## src/hw/rtl/lru_assoc_cell_cache_defines.svh

```systemverilog
// Assertion helpers shared by the cache RTL.
`ifndef LRU_ASSOC_CELL_CACHE_DEFINES_SVH
`define LRU_ASSOC_CELL_CACHE_DEFINES_SVH

// The consequent must hold in the same cycle as the antecedent.
`define LACC_ASSERT_NOW(label, clk, rstn, ante, cons) \
    label: assert property (@(posedge clk) disable iff (!(rstn)) (ante) |-> (cons)) \
        else $error("lacc: same-cycle check failed");

// The consequent must hold in the cycle after the antecedent.
`define LACC_ASSERT_NEXT(label, clk, rstn, ante, cons) \
    label: assert property (@(posedge clk) disable iff (!(rstn)) (ante) |=> (cons)) \
        else $error("lacc: next-cycle check failed");

`endif

```

## src/hw/rtl/lacc_pkg.sv

```systemverilog
package lacc_pkg;

    localparam int LACC_ENTRIES = 64;

    localparam int MODE_W    = 2;
    localparam int KEY_W     = 32;
    localparam int DATA_W    = 64;
    localparam int SLOT_W    = 6;

    localparam int S_TDATA_W = 96;
    localparam int S_TUSER_W = 3;
    localparam int M_TDATA_W = 72;
    localparam int M_TUSER_W = 2;
    localparam int M_PAD_W   = M_TDATA_W - DATA_W - SLOT_W;

    localparam logic [MODE_W-1:0] MODE_LOOKUP = 2'd0;
    localparam logic [MODE_W-1:0] MODE_TOUCH  = 2'd1;
    localparam logic [MODE_W-1:0] MODE_UPDATE = 2'd2;

    typedef struct packed {
        logic capture;
        logic scan_step;
        logic latch_hit;
        logic sel_victim;
        logic sel_free;
        logic data_rd;
        logic data_wr;
        logic key_wr;
        logic link_rd;
        logic fill_inc;
        logic set_oldest;
        logic unlink;
        logic append;
        logic set_stored;
        logic load_result;
    } lacc_cmd_t;

    typedef struct packed {
        logic              found;
        logic              exhausted;
        logic              is_newest;
        logic              is_oldest;
        logic              full;
        logic              allow;
        logic [MODE_W-1:0] mode;
    } lacc_status_t;

endpackage

```

## src/hw/rtl/lacc_ctrl.sv

```systemverilog
module lacc_ctrl
    import lacc_pkg::*;
(
    input  logic         aclk,
    input  logic         aresetn,
    input  logic         s_tvalid,
    output logic         s_tready,
    output logic         m_tvalid,
    input  logic         m_tready,
    input  lacc_status_t status,
    output lacc_cmd_t    cmd
);

    typedef enum logic [2:0] {
        ST_IDLE,
        ST_SCAN,
        ST_HIT,
        ST_MISS,
        ST_INSERT,
        ST_UNLINK,
        ST_APPEND,
        ST_DONE
    } state_t;

    state_t state_reg;
    state_t state_next;
    logic   out_vld_reg;
    logic   out_vld_next;
    logic   mode_unused;

    assign mode_unused = (status.mode != MODE_LOOKUP) && (status.mode != MODE_TOUCH)
                         && (status.mode != MODE_UPDATE);
    assign s_tready    = state_reg == ST_IDLE;
    assign m_tvalid    = out_vld_reg;

    always_comb begin
        cmd          = '0;
        state_next   = state_reg;
        out_vld_next = out_vld_reg && !m_tready;
        case (state_reg)
            ST_IDLE: begin
                if (s_tvalid) begin
                    cmd.capture = 1'b1;
                    state_next  = ST_SCAN;
                end
            end
            ST_SCAN: begin
                cmd.scan_step = 1'b1;
                if (mode_unused) begin
                    state_next = ST_DONE;
                end else if (status.found) begin
                    cmd.latch_hit = 1'b1;
                    state_next    = ST_HIT;
                end else if (status.exhausted) begin
                    state_next = ST_MISS;
                end
            end
            ST_HIT: begin
                case (status.mode)
                    MODE_LOOKUP: begin
                        cmd.data_rd = 1'b1;
                        state_next  = ST_DONE;
                    end
                    MODE_TOUCH: begin
                        cmd.data_rd = 1'b1;
                        cmd.link_rd = 1'b1;
                        state_next  = ST_UNLINK;
                    end
                    MODE_UPDATE: begin
                        cmd.data_wr    = 1'b1;
                        cmd.set_stored = 1'b1;
                        state_next     = ST_DONE;
                    end
                    default: begin
                        state_next = ST_DONE;
                    end
                endcase
            end
            ST_MISS: begin
                if (status.mode == MODE_UPDATE && status.allow) begin
                    cmd.sel_victim = status.full;
                    cmd.sel_free   = !status.full;
                    state_next     = ST_INSERT;
                end else begin
                    state_next = ST_DONE;
                end
            end
            ST_INSERT: begin
                cmd.key_wr     = 1'b1;
                cmd.data_wr    = 1'b1;
                cmd.set_stored = 1'b1;
                if (status.full) begin
                    cmd.link_rd = 1'b1;
                    state_next  = ST_UNLINK;
                end else begin
                    cmd.fill_inc = 1'b1;
                    state_next   = ST_APPEND;
                end
            end
            ST_UNLINK: begin
                if (status.is_newest) begin
                    state_next = ST_DONE;
                end else if (status.is_oldest) begin
                    cmd.set_oldest = 1'b1;
                    state_next     = ST_APPEND;
                end else begin
                    cmd.unlink = 1'b1;
                    state_next = ST_APPEND;
                end
            end
            ST_APPEND: begin
                cmd.append = 1'b1;
                state_next = ST_DONE;
            end
            ST_DONE: begin
                if (!out_vld_reg || m_tready) begin
                    cmd.load_result = 1'b1;
                    out_vld_next    = 1'b1;
                    state_next      = ST_IDLE;
                end
            end
            default: begin
                state_next = ST_IDLE;
            end
        endcase
    end

    always_ff @(posedge aclk) begin
        if (!aresetn) begin
            state_reg   <= ST_IDLE;
            out_vld_reg <= 1'b0;
        end else begin
            state_reg   <= state_next;
            out_vld_reg <= out_vld_next;
        end
    end

endmodule
```

## config.mk

```make
export PLATFORM = sky130hd
export DESIGN_NAME = lacc_ctrl
export DESIGN_NICKNAME = d
export VERILOG_FILES = /design/src/hw/rtl/lru_assoc_cell_cache_defines.svh /design/src/hw/rtl/lacc_pkg.sv /design/src/hw/rtl/lacc_ctrl.sv
export SDC_FILE = /design/constraint.sdc
export NUM_CORES = 1
export LEC_CHECK = 0
export ABC_AREA = 1
export BUFFER_PORTS_ARGS = -buffer_cell sky130_fd_sc_hd__buf_2
export CORE_AREA = 3 3 40 42
export DETAILED_ROUTE_END_ITERATION = 8
export DIE_AREA = 0 0 43 45
export HOLD_SLACK_MARGIN = 0.03
export PLACE_DENSITY = 0.6
export SYNTH_ARGS = -nofsm -noshare
export SYNTH_HDL_FRONTEND = slang
export SYNTH_SLANG_ARGS = --single-unit
```

## constraint.sdc

```tcl
create_clock -name aclk -period 1.4 [get_ports aclk]
set_input_delay 0.28 -clock aclk [delete_from_list [all_inputs] [get_ports aclk]]
set_output_delay 0.28 -clock aclk [all_outputs]
set_load 0.01 [all_outputs]
```

=== After elaboration in Yosys (flattened, before gate mapping) ===
Cells that the tools add are included.

* Register bits after elaboration: 4
* Input port bits: 12
* Output and inout bits: 17
* Logic and storage cells: 65

* Equality and inequality tests: 14
* Mux-type cells: 36
* Reductions and logical operators: 13

{| class="wikitable"
|+ Operators with widths
! operator !! number
|-
| one-hot mux 3 bit (8 select lines) || 1
|-
| 2-to-1 mux 1 bit || 20
|-
| 2-to-1 mux 2 bit || 8
|-
| 2-to-1 mux 3 bit || 5
|-
| equality test 3 bit (second input constant) || 4
|-
| equality test 3 x 2 -> 1 bit (second input constant) || 2
|-
| inequality test 2 bit (second input constant) || 3
|-
| logical AND 1 bit || 4
|-
| inequality test 4 bit (second input constant) || 1
|-
| one-hot mux 1 bit (2 select lines) || 2
|-
| equality test 3 x 1 -> 1 bit (second input constant) || 1
|-
| zero test 1 bit || 3
|-
| zero test 3 bit || 1
|-
| AND reduction 3 bit || 1
|-
| equality test 2 x 1 -> 1 bit (second input constant) || 1
|-
| equality test 2 bit (second input constant) || 1
|-
| zero test 2 bit || 1
|-
| inequality test 2 x 1 -> 1 bit (second input constant) || 1
|-
| nonzero test 2 bit || 1
|-
| OR reduction 2 bit || 1
|-
| logical OR 1 bit || 1
|}

=== Longest topological paths before layout ===
Gate-level depths: netlist of the first run.

* Word-level depth: 5
* Mapped depth: 9
* Gate-level depth less buffers: 9

=== Least setup slack after synthesis of the first run ===
Ideal clock, no wire load.

* Path kind: register to output
* Start: reg state_reg[1]
* End: out cmd[8] (netlist name)
* Arrival time: 1.244 ns
* Data required time: 1.120 ns
* Path slack: -0.124 ns
* Stages on the path, launching flop included: 6
* Buffers on the path: 1
* Cells stage by stage: dfxtp_1 > inv_2 > nor2_1 > nand2_1 > o31ai_1 > buf_4

{| class="wikitable"
|+ RTL lines
! item !! RTL line !! text
|-
| from (decl) || lacc_ctrl.sv:25 || <nowiki>state_t state_reg;</nowiki>
|-
| from (signal assigned) || lacc_ctrl.sv:133 || <nowiki>state_reg <= state_next;</nowiki>
|-
| to (decl) || lacc_ctrl.sv:11 || <nowiki>output lacc_cmd_t cmd</nowiki>
|}

==> summary.txt, run 1 <==
Route
  • Number of DRC markers after the initial detailed-route iteration: 6
  • ANT nets after route: 0
  • Via total after detailed routing: 567
  • DR DRC count: 0
  • Drt via density: between 4 and 5
  • Number of iterations in the first detailed-routing pass: 2
  • Total wire length: 1.23 mm
  • Average detailed-routed wire length per instance: 9.77 um

Die
  • Initial Util: approximately 33%
  • Ports: 29
  • Die footprint: between 1500 and 2000 um2
  • Count of standard-cell rows: 13
  • Placeable Area: between 1000 and 1500 um2
  • Horizontal extent of the die: 43 um
  • DIE HEIGHT: 45 um

Outcome
  • Outcome: finished, violations left
  • Violated checks: negative setup slack

Synthesis
  • Net count after synthesis: a little over 90
  • Sequential area share after synthesis: 19.1%
  • Largest area contributor in the synthesized netlist: sky130_fd_sc_hd__nand2_1
  • Predominant post-synthesis flop cell: sky130_fd_sc_hd__dfxtp_1
  • Netlist Area Pre-Place: 419 um2
  • Synth async-reset ratio: 0%
  • Mean instance size in the synthesized netlist: 5.31 um2
  • Flip-flop and latch count after synthesis: 4
  • Commonest cells post-synth: sky130_fd_sc_hd__nand2_1 (22), sky130_fd_sc_hd__inv_1 (14), sky130_fd_sc_hd__nor2_1 (11), sky130_fd_sc_hd__nand3_1 (6), sky130_fd_sc_hd__nor2_2 (5)
  • Number of instances in the synthesized netlist: 79
  • Cell with the most instances after synthesis: sky130_fd_sc_hd__nand2_1
  • Post-synth EDFFs: 0
  • Number of distinct library cells after synthesis: 16
  • Count of synthesis-stage warnings from yosys: 0
  • Synth top area cells: sky130_fd_sc_hd__nand2_1 (20%), sky130_fd_sc_hd__dfxtp_1 (19%), sky130_fd_sc_hd__inv_1 (13%)
  • Proportion of netlist area held by the largest area contributor: 19.7%

Clock tree
  • Num CTS Buffers: 3
  • Worst-skew pair later-pin latency: 0.23 ns
  • Number of sinks on the clock net: 4
  • Root buffer selected by CTS: sky130_fd_sc_hd__clkbuf_4
  • Register clock-pin slew on the reported worst setup and hold paths: 0.04 ns
  • Hold buffers post-CTS: 0
  • CTS tree: yes
  • Number of buffers between clock root and the deepest sink: 2
  • Total number of H-tree levels: 1

Place
  • Final Wtd Congestion: 0.729
  • Post-detail-place hpwl: 933 um
  • Worst-case setup slack after placement: 0.0442 ns
  • IO Port Bufs: 28

Timing
  • Post-layout minimum cycle time: 1.47 ns
  • Number of endpoints with negative hold slack in the final report: 0
  • Rel. slew slack: approximately four fifths
  • Maximum clock frequency: 682 MHz
  • Setup skew after layout: 0.000436 ns
  • Unrepaired setup endpoints after global routing: true
  • Worst hold slack: 0.289 ns
  • Setup slack of the critical path after layout: -0.0654 ns
  • Final setup violation count: 6
  • Tcrit/Tclk final: 105%
  • Number of max-slew violations in the final report: 0
  • Transition time at the pin with the least slew margin: 0.281 ns

Worst setup path
  • Slowest Stage Delay on Critical Path: 0.39 ns
  • Biggest fanout along the worst timing path: 5
  • Slowest library cell on the worst path: sky130_fd_sc_hd__dfxtp_4
  • Kind of cell with the highest combined delay on the critical path: flip-flops
  • Critical Path Sink Type: primary output
  • CP bufs+invs: 2
  • Type of origin of the critical path: register
  • WP data arrival: 1.19 ns
  • Critical path, cell by cell: inv_4 > nor2_4 > nand2_4 > o31ai_4 > buf_2
  • Data required time at the worst endpoint: between 1 and 1.5 ns
  • Type of the setup path with the least slack: register to primary output

Final layout
  • Number of flip-flops under the largest register name: 3
  • Total inserted antenna cells: 0
  • Area added between synthesis and finish: 74.0%
  • Share of cells above drive strength 1: 56.8%
  • Final layout net count: 125

GRT
  • Total congestion overflow: 0
  • First-pass GRT wire length: 1.94 mm
  • Overall fraction of global-route tracks in use: 12.8%
  • Antenna violations before repair: 0
  • Number of global-route vias before repair: 514
  • Maximum number of pins on one net before global-route repair: 11

Worst hold path
  • Path type of the worst min-delay path: input pin to register

Run
  • Max-capacitance violation count: 0

Power
  • Total power divided by cell area: 1470 nW/um2
  • P_leak: 0.419 nW
  • Worst vdd rail ir drop: 890 uV
[power breakdown]
part | internal (mW) | switching (mW)
combinational | 0.283 | 0.396
clock | 0.0957 | 0.0438
sequential | 0.164 | 0.0901
[worst reg2reg max path: cells and delay by family, from the launching register on]
family,cells,cell delay (ns)
buffers and inverters,2,0.15
AND/OR/NAND/NOR,7,0.53
flip-flops,1,0.37
[placed cells by master (no fill, tap or decap), drive strengths merged]
cell,count
a21oi,2
buf,30
clkbuf,3
dfxtp,4
inv,16
nand2,24
nand3,6
nor2,16
nor3,3
nor3b,2
o21a,1
o21ai,3
o31ai,1
[logic make-up (layout without fill, tap and decap cells)]
logic type | after synthesis | after routing | share of synthesized area [%]
buf+inv | 17 | 49 | 16.1
simple gates | 51 | 51 | 54.3
compound gates | 7 | 7 | 10.4
flops | 4 | 4 | 19.1
[metal layers]
metal | vias to the layer above | GRT usage [%] | share of wire [%]
met5 | - | 0 | 0
met4 | 0 | 5.42 | 1.1
met3 | 2 | 1.20 | 7.6
met2 | 22 | 21.9 | 49
met1 | 236 | 16.5 | 42
li1 | 307 | - | -
[path summary, 6_finish.rpt]
check	slack, ns	cells past startpoint	startpoint	end
worst max-delay path	-0.07	5	state_reg[1]$_SDFFE_PN0P_	cmd[1]
worst max register to register	0.25	9	state_reg[1]$_SDFFE_PN0P_	state_reg[2]$_SDFFE_PN0P_
worst min register to register	0.60	4	m_tvalid$_SDFF_PN0_	state_reg[1]$_SDFFE_PN0P_
worst min-delay path	0.29	2	aresetn	m_tvalid$_SDFF_PN0_
[layout make-up]
type	instances	area, um2
multi-input cells	58	368
flip-flops and latches	4	91.3
inverters	16	70.1
fillers	139	556
repair buffers	30	159
clock buffers	3	22.5
well taps	15	18.8
[timing repair]
item / CTS / global route
buffers inserted: 0 / 1
pin swaps: 2 / 5
setup endpoints to repair: 11 / 13
resized for setup: 13 / 23
[metrics by stage]
| stage | instance area [um2] | cells | setup TNS, ns | power (mW) | util (%) |
|---|---|---|---|---|---|
| detailed placement | 592 | 122 | 0 | 0.735 | 46.1 |
| finish | 729 | 126 | -0.248 | 1.07 | 56.8 |
| CTS | 646 | 125 | -0.395 | 0.932 | 50.2 |
| global route | 729 | 126 | -0.880 | 1.18 | 56.8 |
| global placement | 592 | 122 | 0 | 0.730 | 46.1 |
| floorplan | 433 | 79 | 0 | 0.559 | - |
(Power assumes the default switching activity.)
==> run 2: changes to the inputs <==
--- a/config.mk
+++ b/config.mk
@@ -11,7 +11,7 @@
 export DETAILED_ROUTE_END_ITERATION = 8
 export DIE_AREA = 0 0 43 45
 export HOLD_SLACK_MARGIN = 0.03
-export PLACE_DENSITY = 0.6
+export PLACE_DENSITY = 0.74
 export SYNTH_ARGS = -nofsm -noshare
 export SYNTH_HDL_FRONTEND = slang
 export SYNTH_SLANG_ARGS = --single-unit
==> run 2 against run 1 <==
- the run still ends with negative setup slack left
- via count is 2.5% higher
- global-route usage is 0.35 points higher
- cell area rose by 4.6%
- sequential share of layout area down 0.55 points
- largest power group unchanged
- register-to-register slack got worse by 0.07 ns
==> summary.txt, run 2 (synthesized netlist as in run 1, its figures left out) <==
Power
  • Worst vdd rail ir drop: 864 uV
  • Switching fraction of total power: around half
  • Net Switching: between 500 and 600 uW
  • Part of the power in registers: 23.0%
  • P_leak: 0.435 nW
  • Clock network fraction of design power: 13.2%
  • Combinational Power Share: 63.8%
  • Total power divided by cell area: 1450 nW/um2
  • Pint: roughly 570 uW

GRT
  • Number of global-route vias before repair: 534
  • Total congestion overflow: 0
  • Antenna violations before repair: 0
  • Overall fraction of global-route tracks in use: between 10% and 20%
  • Maximum number of pins on one net before global-route repair: 11
  • First-pass GRT wire length: roughly 1.9 mm

Clock tree
  • Number of buffers between clock root and the deepest sink: 2
  • Register clock-pin slew on the reported worst setup and hold paths: 0.04 ns
  • Num CTS Buffers: 3
  • Root buffer selected by CTS: sky130_fd_sc_hd__clkbuf_4
  • Hold buffers post-CTS: 0
  • CTS tree: yes
  • Total number of H-tree levels: 1
  • Number of sinks on the clock net: 4
  • Worst-skew pair later-pin latency: 0.24 ns

Final layout
  • Most common cell after layout, fill and taps aside: sky130_fd_sc_hd__buf_2
  • Count of fill cells added during filler insertion: 130
  • Total inserted antenna cells: 0
  • Final layout net count: 128
  • Most frequent cells in the layout: sky130_fd_sc_hd__buf_2 (27), sky130_fd_sc_hd__nand2_1 (18), sky130_fd_sc_hd__inv_1 (10)
  • Footprint of the multi-input gates: 373 um2
  • Area added between synthesis and finish: 82.1%
  • Storage element area: 91.3 um2
  • Number of standard cells in the final layout excluding fillers: about 130
  • Share of cells above drive strength 1: ~58%
  • Number of flip-flops under the largest register name: 3

Worst setup path
  • Biggest fanout along the worst timing path: 5
  • Critical Path Sink Type: primary output
  • Data required time at the worst endpoint: 1.12 ns
  • WP data arrival: 1.20 ns
  • Type of the setup path with the least slack: register to primary output
  • Type of origin of the critical path: register

Outcome
  • Outcome: finished, violations left
  • Violated checks: negative setup slack

Die
  • Count of standard-cell rows: 13
  • Die footprint: 1940 um2
  • Placeable Area: 1280 um2
  • DIE HEIGHT: around 45 um
  • Initial Util: 32.6%
  • Ports: 29
  • Horizontal extent of the die: ~43 um

Timing
  • Number of endpoints with negative hold slack in the final report: 0
  • Final setup violation count: 8
  • Transition time at the pin with the least slew margin: approximately 0.25 ns
  • Unrepaired setup endpoints after global routing: true
  • Aggregate negative setup slack: -0.410 ns
  • Setup skew after layout: 0.00311 ns
  • Rel. slew slack: 83.2%
  • Number of max-slew violations in the final report: 0
  • Maximum clock frequency: 676 MHz
  • Setup slack of the critical path after layout: -0.0793 ns
  • Post-layout minimum cycle time: 1.48 ns
  • Worst hold slack: 0.280 ns
  • Tcrit/Tclk final: 106%

Place
  • Final Wtd Congestion: roughly 0.7
  • Post-detail-place hpwl: 985 um
  • DP Cell Count: 122
  • IO Port Bufs: 28

Route
  • DR DRC count: 0
  • Top layer used by detailed routing: met4
  • Number of iterations in the first detailed-routing pass: 4
  • Via total after detailed routing: 581
  • ANT nets after route: 0
  • Average detailed-routed wire length per instance: 9.72 um
  • Total wire length: 1.25 mm
  • Metal-1 WL: 451 um
  • Routed wl met3: around 92 um
  • Drt via density: 4.50
  • Length of routed met2 wiring: between 600 and 700 um
  • Number of DRC markers after the initial detailed-route iteration: 4

Worst hold path
  • Path type of the worst min-delay path: input pin to register

Run
  • Max-capacitance violation count: 0
-- run 2: metrics by stage --
| step | power [mW] | utilization, % | instance area (um2) | setup WS, ns |
|---|---|---|---|---|
| final | 1.11 | 59.4 | 763 | -0.0793 |
| after global routing | 1.22 | 59.4 | 763 | -0.161 |
| after CTS | 0.969 | 52.0 | 668 | -0.103 |
| after detailed placement | 0.733 | 46.1 | 592 | 0.0240 |
| after global placement | 0.723 | 46.1 | 592 | 0.0809 |
| after floorplan | 0.559 | - | 433 | 0.0466 |
-- run 2: worst paths after layout --
check | from | endpoint | slack [ns] | depth (start not counted)
min reg2reg | m_tvalid$_SDFF_PN0_ | state_reg[1]$_SDFFE_PN0P_ | 0.58 | 4
max reg2reg | state_reg[0]$_SDFFE_PN0P_ | state_reg[2]$_SDFFE_PN0P_ | 0.18 | 10
max | state_reg[1]$_SDFFE_PN0P_ | cmd[1] | -0.08 | 5
min | aresetn | m_tvalid$_SDFF_PN0_ | 0.28 | 2
-- run 2: area by class of cell --
cell class | instances | area share, %
multi-input combinational | 58 | 48.9
timing repair buffer | 33 | 24.6
sequential | 4 | 12.0
inverter | 16 | 9.18
clock buffer | 3 | 2.95
tap | 15 | 2.46
-- run 2: power groups by stage --
stage	sequential [mW]	combinational, mW	clock (mW)
final	0.255	0.707	0.146
after global routing	0.263	0.793	0.162
after global placement	0.192	0.531	0
after floorplan	0.187	0.372	0
after detailed placement	0.195	0.538	0
after CTS	0.220	0.594	0.155
-- run 2: layer usage --
| layer | GRT usage, % | up-vias |
|---|---|---|
| met5 | 0 | - |
| li1 | - | 314 |
| met1 | 13.9 | 242 |
| met4 | 9.04 | 0 |
| met2 | 24.3 | 23 |
| met3 | 1.59 | 2 |
-- run 2: repair_timing --
item | CTS | global route
buffers inserted | 3 | 1
endpoints found under the setup margin | 13 | 14
pin swaps | 1 | 3
gates resized for setup | 13 | 24
-- run 2: worst max-delay path, stage by stage, from the launching register on --
cell                      delay, ns
sky130_fd_sc_hd__dfxtp_4       0.39
sky130_fd_sc_hd__inv_4         0.06
sky130_fd_sc_hd__nor2_4        0.11
sky130_fd_sc_hd__nand2_4       0.08
sky130_fd_sc_hd__o31ai_4       0.16
sky130_fd_sc_hd__buf_2         0.16
